==> src/sv/convex_hull_diameter_calipers_core_defines.svh <==
// ----------------------------------------------------------------------------
// convex hull diameter calipers - assertion macros
// shared property wrappers for the core's checks
// ----------------------------------------------------------------------------
`ifndef CONVEX_HULL_DIAMETER_CALIPERS_CORE_DEFINES_SVH
`define CONVEX_HULL_DIAMETER_CALIPERS_CORE_DEFINES_SVH
`ifndef SYNTHESIS
`define CHDC_ASSERT_IMPL(lbl, pre, post) \
    lbl: assert property (@(posedge clk) disable iff (!rst_n) (pre) |-> (post)) \
        else $error("assertion failed");
`define CHDC_ASSERT_NEXT(lbl, pre, post) \
    lbl: assert property (@(posedge clk) disable iff (!rst_n) (pre) |=> (post)) \
        else $error("assertion failed");
`else
`define CHDC_ASSERT_IMPL(lbl, pre, post)
`define CHDC_ASSERT_NEXT(lbl, pre, post)
`endif
`endif

==> src/sv/chdc_pkg.sv <==
// ----------------------------------------------------------------------------
// chdc_pkg
// constants, command and status types shared by the calipers core
// ----------------------------------------------------------------------------
package chdc_pkg;

    localparam int MAX_VERTICES   = 1024;
    localparam int COORD_BITS     = 12;
    localparam int ADDR_BITS      = $clog2(MAX_VERTICES);
    localparam int CNT_BITS       = ADDR_BITS + 1;
    localparam int POINT_BITS     = 2 * COORD_BITS;
    localparam int SQ_BITS        = 2 * COORD_BITS + 1;
    localparam int SQRT_STEPS     = (SQ_BITS + 1) / 2;
    localparam int SQRT_CNT_BITS  = $clog2(SQRT_STEPS);
    localparam int OUT_COORD_BITS = 12;
    localparam int DSQ_BITS       = 25;
    localparam int DFL_BITS       = 13;
    localparam longint DSQ_MAX    = (64'd1 << DSQ_BITS) - 64'd1;
    localparam longint DFL_MAX    = (64'd1 << DFL_BITS) - 64'd1;

    localparam logic [1:0] RD_J  = 2'd0;
    localparam logic [1:0] RD_I  = 2'd1;
    localparam logic [1:0] RD_IP = 2'd2;
    localparam logic [1:0] RD_JN = 2'd3;

    typedef struct packed {
        logic       load;
        logic       start;
        logic [1:0] rd_sel;
        logic       lat_pj;
        logic       lat_pi;
        logic       lat_pip;
        logic       mul;
        logic       adv;
        logic       sq1;
        logic       sq2;
        logic       upd;
        logic       sqrt_init;
        logic       sqrt_step;
        logic       out_load;
    } cmd_t;

    typedef struct packed {
        logic n_lt2;
        logic steps_done;
        logic cross_pos;
        logic last_edge;
        logic sqrt_last;
        logic out_busy;
    } stat_t;

endpackage

==> src/sv/chdc_ctrl.sv <==
// ----------------------------------------------------------------------------
// chdc_ctrl
// sequencer for load, caliper pass, square root and result hand-off
// ----------------------------------------------------------------------------
module chdc_ctrl (
    input  logic            clk,
    input  logic            rst_n,
    input  logic            in_valid,
    input  logic            last_vertex,
    output logic            in_stall,
    input  chdc_pkg::stat_t stat,
    output chdc_pkg::cmd_t  cmd
);

    localparam logic [3:0] S_LOAD = 4'd0;
    localparam logic [3:0] S_CHK  = 4'd1;
    localparam logic [3:0] S_J0   = 4'd2;
    localparam logic [3:0] S_J0L  = 4'd3;
    localparam logic [3:0] S_I    = 4'd4;
    localparam logic [3:0] S_IP   = 4'd5;
    localparam logic [3:0] S_PIP  = 4'd6;
    localparam logic [3:0] S_RJ   = 4'd7;
    localparam logic [3:0] S_M    = 4'd8;
    localparam logic [3:0] S_C    = 4'd9;
    localparam logic [3:0] S_D1   = 4'd10;
    localparam logic [3:0] S_D2   = 4'd11;
    localparam logic [3:0] S_D3   = 4'd12;
    localparam logic [3:0] S_SQI  = 4'd13;
    localparam logic [3:0] S_SQS  = 4'd14;
    localparam logic [3:0] S_OUT  = 4'd15;

    logic [3:0] state_reg;
    logic [3:0] state_next;

    assign in_stall = (state_reg != S_LOAD);

    always_comb
    begin
        state_next = state_reg;
        cmd        = '0;
        cmd.rd_sel = chdc_pkg::RD_J;
        unique case (state_reg)
            S_LOAD:
            begin
                if (in_valid)
                begin
                    cmd.load = 1'b1;
                    if (last_vertex)
                    begin
                        state_next = S_CHK;
                    end
                end
            end
            S_CHK:
            begin
                if (stat.n_lt2)
                begin
                    state_next = S_OUT;
                end
                else
                begin
                    cmd.start  = 1'b1;
                    state_next = S_J0;
                end
            end
            S_J0:
            begin
                cmd.rd_sel = chdc_pkg::RD_J;
                state_next = S_J0L;
            end
            S_J0L:
            begin
                cmd.lat_pj = 1'b1;
                state_next = S_I;
            end
            S_I:
            begin
                cmd.rd_sel = chdc_pkg::RD_I;
                state_next = S_IP;
            end
            S_IP:
            begin
                cmd.lat_pi = 1'b1;
                cmd.rd_sel = chdc_pkg::RD_IP;
                state_next = S_PIP;
            end
            S_PIP:
            begin
                cmd.lat_pip = 1'b1;
                state_next  = S_RJ;
            end
            S_RJ:
            begin
                cmd.rd_sel = chdc_pkg::RD_JN;
                state_next = stat.steps_done ? S_D1 : S_M;
            end
            S_M:
            begin
                cmd.mul    = 1'b1;
                state_next = S_C;
            end
            S_C:
            begin
                if (stat.cross_pos)
                begin
                    cmd.adv    = 1'b1;
                    state_next = S_RJ;
                end
                else
                begin
                    state_next = S_D1;
                end
            end
            S_D1:
            begin
                cmd.sq1    = 1'b1;
                state_next = S_D2;
            end
            S_D2:
            begin
                cmd.sq2    = 1'b1;
                state_next = S_D3;
            end
            S_D3:
            begin
                cmd.upd    = 1'b1;
                state_next = stat.last_edge ? S_SQI : S_I;
            end
            S_SQI:
            begin
                cmd.sqrt_init = 1'b1;
                state_next    = S_SQS;
            end
            S_SQS:
            begin
                cmd.sqrt_step = 1'b1;
                if (stat.sqrt_last)
                begin
                    state_next = S_OUT;
                end
            end
            S_OUT:
            begin
                if (!stat.out_busy)
                begin
                    cmd.out_load = 1'b1;
                    state_next   = S_LOAD;
                end
            end
            default:
            begin
                state_next = S_LOAD;
            end
        endcase
    end

    always_ff @(posedge clk or negedge rst_n)
    begin
        if (!rst_n)
        begin
            state_reg <= S_LOAD;
        end
        else
        begin
            state_reg <= state_next;
        end
    end

endmodule

==> config.mk <==
export PLATFORM = sky130hd
export DESIGN_NAME = chdc_ctrl
export DESIGN_NICKNAME = d
export VERILOG_FILES = /design/src/sv/convex_hull_diameter_calipers_core_defines.svh /design/src/sv/chdc_pkg.sv /design/src/sv/chdc_ctrl.sv
export SDC_FILE = /design/constraint.sdc
export NUM_CORES = 1
export LEC_CHECK = 0
export BUFFER_PORTS_ARGS = -buffer_cell sky130_fd_sc_hd__buf_2
export CORE_AREA = 10 10 47 49
export DETAILED_ROUTE_END_ITERATION = 12
export DIE_AREA = 0 0 57 59
export SLEW_MARGIN = 20
export SYNTH_ARGS = -nofsm -noshare
export SYNTH_HDL_FRONTEND = slang
export SYNTH_SLANG_ARGS = --single-unit
==> constraint.sdc <==
create_clock -name clk -period 1.3 [get_ports clk]
set_input_delay 0.13 -clock clk [delete_from_list [all_inputs] [get_ports clk]]
set_output_delay 0.13 -clock clk [all_outputs]
set_load 0.01 [all_outputs]
# [After elaboration in Yosys (flattened, before gate mapping)]
# Cells that the tools add are included.
[totals] input_bits=10 ram_bits=0 output_inout_bits=16 regBits=4 elab_cells=50 mem_count=0 rom_bits=0 latchBits=0
[op_classes] shift=0 order_cmp=0 n_eq_ne=19 n_bitwise=0 add_sub_neg=0 reduce_logical=3 n_mul=0 n_div=0 mux=27
[ops] operator="one-hot mux 4 bit (16 select lines)" n=1
[ops] operator="equality test 4 bit (second input constant)" n=8
[ops] operator="2-to-1 mux 4 bit" n=7
[ops] operator="2-to-1 mux 1 bit" n=17
[ops] operator="equality test 4 x 3 -> 1 bit (second input constant)" n=4
[ops] operator="equality test 4 x 2 -> 1 bit (second input constant)" n=2
[ops] operator="inequality test 2 bit (second input constant)" n=4
[ops] operator="one-hot mux 2 bit (3 select lines)" n=1
[ops] operator="equality test 4 x 1 -> 1 bit (second input constant)" n=1
[ops] operator="logical NOT 4 bit" n=1
[ops] operator="AND reduction 4 bit" n=1
[ops] operator="nonzero test 4 bit" n=1
[ops] operator="2-to-1 mux 2 bit" n=1

# [Longest topological paths before layout]
# Gate-level depths: netlist of the first run.
[logic_depth] word_depth=3 ltp_mapped=4 ltp_nobuf=3

# [Worst setup path before layout of the first run]
# Ideal clock, no wire load.
[synth_path] kind="register to output" start="reg state_reg[1]" end="out cmd[13] (netlist name)" stages_incl_launch_ff=5 arrival_time_ps=1076 setup_slack_ps=94 t_required_ps=1170 n_path_buf=1 path_cell_list="dfrtp_1 buf_4 inv_1 nand2_1 nor4_1"
[synth_rtl] item="start, declared" line="chdc_ctrl.sv:32" source="logic [3:0] state_reg;"
[synth_rtl] item="start signal, assigned" line="chdc_ctrl.sv:165" source="state_reg <= state_next;"
[synth_rtl] item="end, declared" line="chdc_ctrl.sv:12" source="output chdc_pkg::cmd_t cmd"

==> impl_metrics.py, run 1 <==
metrics = {
    "run_status": {
        "status": "complete, but fails checks",
        "failed_checks": "negative setup slack",
    },
    "sta": {
        "slew_headroom_pct": 85.3,
        "hold_viol": 0,
        "period_needed_ps": 1470,
        "rsz0062_at_grt": "yes",
        "worst_slew_pin_slew_ps": 214,
        "max_freq_mhz": 681,
        "setup_viol": 8,
        "skew_ps": 3.55,
        "maxSlewViolCount": 0,
        "timing.final.ws_setup_ps": -168,
        "fin_crit_sh_pct": 113,
    },
    "cells_and_area": {
        "final_common_cell": "buf_2",
        "seq_area_um2": 105,
        "layout.cells.non_filler": 117,
        "n_antenna_cell": 0,
        "largest_register_ff_count": 4,
        "syn2layout_area_growth_pct": 80.2,
        "finish.utilization_pct": 56.8,
        "fin_area_um2": 796,
        "layout_common_cells": "buf_2 (25), nor2_1 (10), buf_4 (9)",
        "multi_input_area_um2": 352,
        "nets": 113,
        "fillers": 145,
        "drive_above_1_share_pct": 64.4,
    },
    "global_routing": {
        "overflow": 0,
        "grt_usage_pct": 10.3,
        "antenna_found_initial": 0,
        "grt_pass1_vias": 647,
        "grt_pass1_wl_mm": 2.81,
        "grt_max_degree": 9,
    },
    "floorplan": {
        "start_util_pct": 31.5,
        "dieArea_um2": 3360,
        "fp.dieH_um": 59,
        "row_count": 14,
        "core_um2": 1400,
        "num_io_pins": 26,
        "die_w_um": 57,
    },
    "critical_path": {
        "slowest_delay_ps": 470,
        "r2r_slack_ps": -100,
        "worst_path_dominant_cell_family": "flip-flops",
        "reg2regPathDepth": 5,
        "start_kind": "flop",
        "crit-reg2reg-launch": "state_reg[0]",
        "cp-end-kind": "output port",
        "critical_path_class": "flop to output port",
        "rr_endpoint": "state_reg[0]",
        "critPathSlowestCell": "dfrtp_2",
        "crit_path_cell_trace": "buf_4, nor4_4, buf_2",
        "cp.arrival_ps": 1340,
        "cp_max_fo": 8,
        "cp.required_ps": 1170,
        "worst-path-buf-inv": 2,
        "cp-startpoint": "state_reg[2]",
    },
    "yosys": {
        "synth_cell_type_count": 25,
        "synth_area_leaders": "dfrtp_1 (23%), nor2_1 (9.3%), nand2_1 (6.8%)",
        "async_flop_share_pct": 100,
        "synth_area_per_cell_um2": 7.36,
        "synth_warnings": 0,
        "yosys.area.top_type_share_pct": 22.7,
        "synthesis.nets": 70,
        "syn_area_um2": 442,
        "ys.flop_type": "dfrtp_1",
        "seq_area_frac_synth_pct": 22.7,
        "synth_cells": 60,
        "ys_ff_latch": 4,
        "synth-edff-count": 0,
        "yosysTopAreaCell": "dfrtp_1",
    },
    "detailed_routing": {
        "via_per_inst": 5.06,
        "wl_per_cell_um": 14.9,
        "vias": 592,
        "route.detailed.drc": 0,
        "drtPass1Iterations": 4,
        "ant_nets": 0,
        "drt_wl_total_mm": 1.74,
        "initialDrtViolationCount": 11,
    },
    "place": {
        "place_ws_ps": -40.0,
        "post_dp_cell_area_um2": 602,
        "dp.cells": 104,
        "gp_congestion": 0.802,
        "dp.final_hpwl_mm": 1.17,
        "io_buffers": 25,
    },
    "power": {
        "max-vdd-ir-drop_mv": 1.31,
        "power-per-cell-area_nw_per_um2": 2520,
        "leakage_nw": 0.393,
    },
    "min_path": {
        "hold_depth": 2,
        "min_to": "state_reg[0]",
        "hold_class": "input pin to flop",
        "min_from": "stat[0]",
    },
    "cts": {
        "cts_tree": "built",
        "insertion_delay_ps": 240,
        "clk_pin_slew_ps": 30,
        "cts_root_buffer": "clkbuf_4",
        "cts_buffers": 3,
        "cts.sinks": 4,
        "clock_path_buffers": 2,
        "cts.htree.levels": 1,
    },
    "job": {
        "maxCapViolCount": 0,
    },
}
[synthesized netlist by cell type, types with 2 or more instances]
| master | n |
|---|---|
| nand2b_1 | 3 |
| o21ai_0 | 3 |
| a32oi_1 | 2 |
| nor2_1 | 11 |
| nand2_1 | 8 |
| nor3_1 | 4 |
| dfrtp_1 | 4 |
| o211ai_1 | 2 |
| buf_4 | 2 |
| nor3b_1 | 2 |
| buf_6 | 2 |
| inv_1 | 4 |
[power breakdown]
| part | leakage (nW) | internal, mW | switching, mW |
|---|---|---|---|
| Clock | 0.0138 | 0.103 | 0.0516 |
| Sequential | 0.0423 | 0.206 | 0.181 |
| Combinational | 0.337 | 0.757 | 0.708 |
[worst register-to-register path, stage by stage, from the launching register on]
cell and delay (ps):
dfrtp_2 440, buf_4 170, buf_4 130, nand2b_1 180, a32oi_2 220, a32o_1 190
[kinds of logic after synthesis]
logic type      after synthesis  synth area share [%]
buf+inv                       8                  11.9
mux                           1                  2.27
flops                         4                  22.7
compound gates               12                  20.1
xor+xnor                      1                  1.98
simple gates                 34                  41.1
[per-stage QoR]
stage / setup TNS (ps) / hold slack (ps) / total power, mW
finish: -800 / 159 / 2.01
global route: -2020 / 184 / 2.17
CTS: -793 / 150 / 1.76
detailed placement: -40.0 / -61.5 / 1.39
global placement: -21.7 / -61.9 / 1.39
floorplan: 0 / -166 / 1.06
[timing repair]
action                                  CTS  global route
hold buffers                              1             0
hold endpoints to repair                  4             0
pin swaps                                 0             6
buffers inserted                          6             3
endpoints found under the setup margin   17            20
gates resized for setup                  15            16
[worst max path at each step]
stage	slack, ps	to	cells after the start
CTS	-150	cmd[14]	3
global placement	-20	state_reg[0]	3
floorplan	90	cmd[13]	4
finish	-170	cmd[13]	3
global route	-220	cmd[14]	3
detailed placement	-40	state_reg[0]	4
[metal layers]
layer	share of wire [%]	track usage, %	up-vias
li1	-	-	292
met1	43	11.4	267
met2	46	16.1	28
met3	8.0	4.08	5
met4	2.4	6.38	0
met5	0	0	-
[area by class of cell]
type | instances | share of cell area [%]
multi-input combinational | 48 | 44.2
timing repair buffer | 42 | 35.4
sequential | 4 | 13.2
clock buffer | 3 | 2.83
tap | 16 | 2.52
inverter | 4 | 1.89
Power figures use the tool's default switching activity.
==> run 2, diff against run 1 <==
SETUP_SLACK_MARGIN = 0.3   (was not set)
==> run 2 against run 1 <==
  * Maximum frequency increased by 0.68%
  * Highest routed layer unchanged
  * Critical path depth unchanged
  * Largest power group unchanged
  * The flow still finishes with violations (negative setup slack)
  * Final cell count increased by 5.1%
  * Die area unchanged
==> impl_metrics.py, run 2 (synthesis gave the netlist of run 1 again) <==
metrics = {
    "run_status": {
        "status": "complete, but fails checks",
        "failed_checks": "negative setup slack",
    },
    "global_routing": {
        "grt_pass1_vias": 679,
        "grt_max_degree": 9,
        "antenna_found_initial": 0,
        "grt_pass1_wl_mm": 3.08,
        "overflow": 0,
        "grt_usage_pct": 11.0,
    },
    "cells_and_area": {
        "fin_area_um2": 986,
        "largest_register_ff_count": 4,
        "fillers": 107,
        "final_common_cell": "buf_2",
        "n_antenna_cell": 0,
        "multi_input_area_um2": 443,
        "seq_area_um2": 105,
        "drive_above_1_share_pct": 79.4,
        "layout_common_cells": "buf_2 (24), buf_6 (12), buf_4 (8)",
        "syn2layout_area_growth_pct": 123,
        "nets": 119,
    },
    "sta": {
        "hold_viol": 0,
        "skew_ps": 2.44,
        "maxSlewViolCount": 0,
        "rsz0062_at_grt": "yes",
        "max_freq_mhz": 686,
        "fin_setup_tns_ps": -1460,
        "fin_crit_sh_pct": 112,
        "worst_slew_pin_slew_ps": 243,
        "slew_headroom_pct": 83.7,
        "period_needed_ps": 1460,
        "setup_viol": 16,
        "timing.final.ws_setup_ps": -158,
    },
    "min_path": {
        "min_to": "state_reg[0]",
        "min_from": "stat[0]",
        "hold_depth": 2,
        "hold_class": "input pin to flop",
    },
    "place": {
        "post_dp_cell_area_um2": 684,
        "io_buffers": 25,
        "dp.final_hpwl_mm": 1.19,
        "gp_congestion": 0.795,
    },
    "critical_path": {
        "cp_max_fo": 7,
        "r2r_slack_ps": -40,
        "critical_path_class": "flop to output port",
        "reg2regPathDepth": 4,
        "cp.required_ps": 1170,
        "cp-end-kind": "output port",
        "rr_endpoint": "state_reg[0]",
        "crit-reg2reg-launch": "state_reg[2]",
        "start_kind": "flop",
        "cp.arrival_ps": 1330,
    },
    "power": {
        "leakage_nw": 0.467,
        "design_power_total_mw": 2.64,
        "max-vdd-ir-drop_mv": 1.53,
        "power-per-cell-area_nw_per_um2": 2680,
    },
    "cts": {
        "cts.htree.levels": 1,
        "cts_root_buffer": "clkbuf_4",
        "clk_pin_slew_ps": 40,
        "cts_buffers": 3,
        "insertion_delay_ps": 240,
        "cts.sinks": 4,
        "cts_tree": "built",
        "clock_path_buffers": 2,
    },
    "detailed_routing": {
        "vias": 630,
        "via_per_inst": 5.12,
        "wl_per_cell_um": 15.6,
        "route.detailed.drc": 0,
        "initialDrtViolationCount": 8,
        "drtPass1Iterations": 4,
        "ant_nets": 0,
        "drt_wl_total_mm": 1.92,
    },
    "floorplan": {
        "fp.dieH_um": 59,
        "row_count": 14,
        "start_util_pct": 31.5,
        "core_um2": 1400,
        "dieArea_um2": 3360,
        "num_io_pins": 26,
        "die_w_um": 57,
    },
    "job": {
        "maxCapViolCount": 0,
    },
}
-- run 2: timing repair --
item | in CTS | in global routing
setup buffers | 7 | 5
endpoints found under the setup margin | 20 | 20
hold endpoints to repair | 4 | 0
pin swaps | 3 | 7
gates resized for setup | 33 | 12
hold buffers | 1 | 0
-- run 2: power breakdown --
part / internal [mW] / switching, mW
combinational: 1.13 / 0.990
clock: 0.103 / 0.0523
sequential: 0.206 / 0.163
total: 1.44 / 1.21
-- run 2: area by class of cell --
class                   instances  share of cell area [%]
repair buffers                 48                    38.1
well taps                      16                    2.03
inverters                       4                    2.03
flip-flops and latches          4                    10.7
multi-input cells              48                    44.9
clock buffers                   3                    2.28
-- run 2: how the worst max path moves through the flow --
stage                            start            to  slack, ps  cells past startpoint
after floorplan           state_reg[0]  state_reg[0]        110                      4
after global placement    state_reg[2]        cmd[3]          3                      3
after detailed placement  state_reg[2]        cmd[3]         20                      3
after CTS                 state_reg[3]       cmd[14]       -180                      4
after global routing      state_reg[2]       cmd[14]       -210                      3
final                     state_reg[2]       cmd[14]       -160                      3
-- run 2: per-layer routing --
metal / global-route usage, % / share of wire, %
met2: 20.8 / 56
met1: 11.5 / 40
met4: 5.03 / 2.3
met5: 0 / 0
met3: 1.93 / 1.8
-- run 2: per-stage QoR --
step                      setup WS, ps  hold WS, ps  utilization [%]  std cells
after floorplan                    107         -166                -         60
after global placement            3.06        -62.5             48.8        107
after detailed placement          21.3        -62.3             48.8        107
after CTS                         -179          152             63.8        118
after global routing              -214          163             70.4        123
final                             -158          160             70.4        123
-- run 2: critical path: stages, from the launching register on --
cell     delay [ps]
dfrtp_2         470
nor4_4          330
and2_1          160
buf_2           130
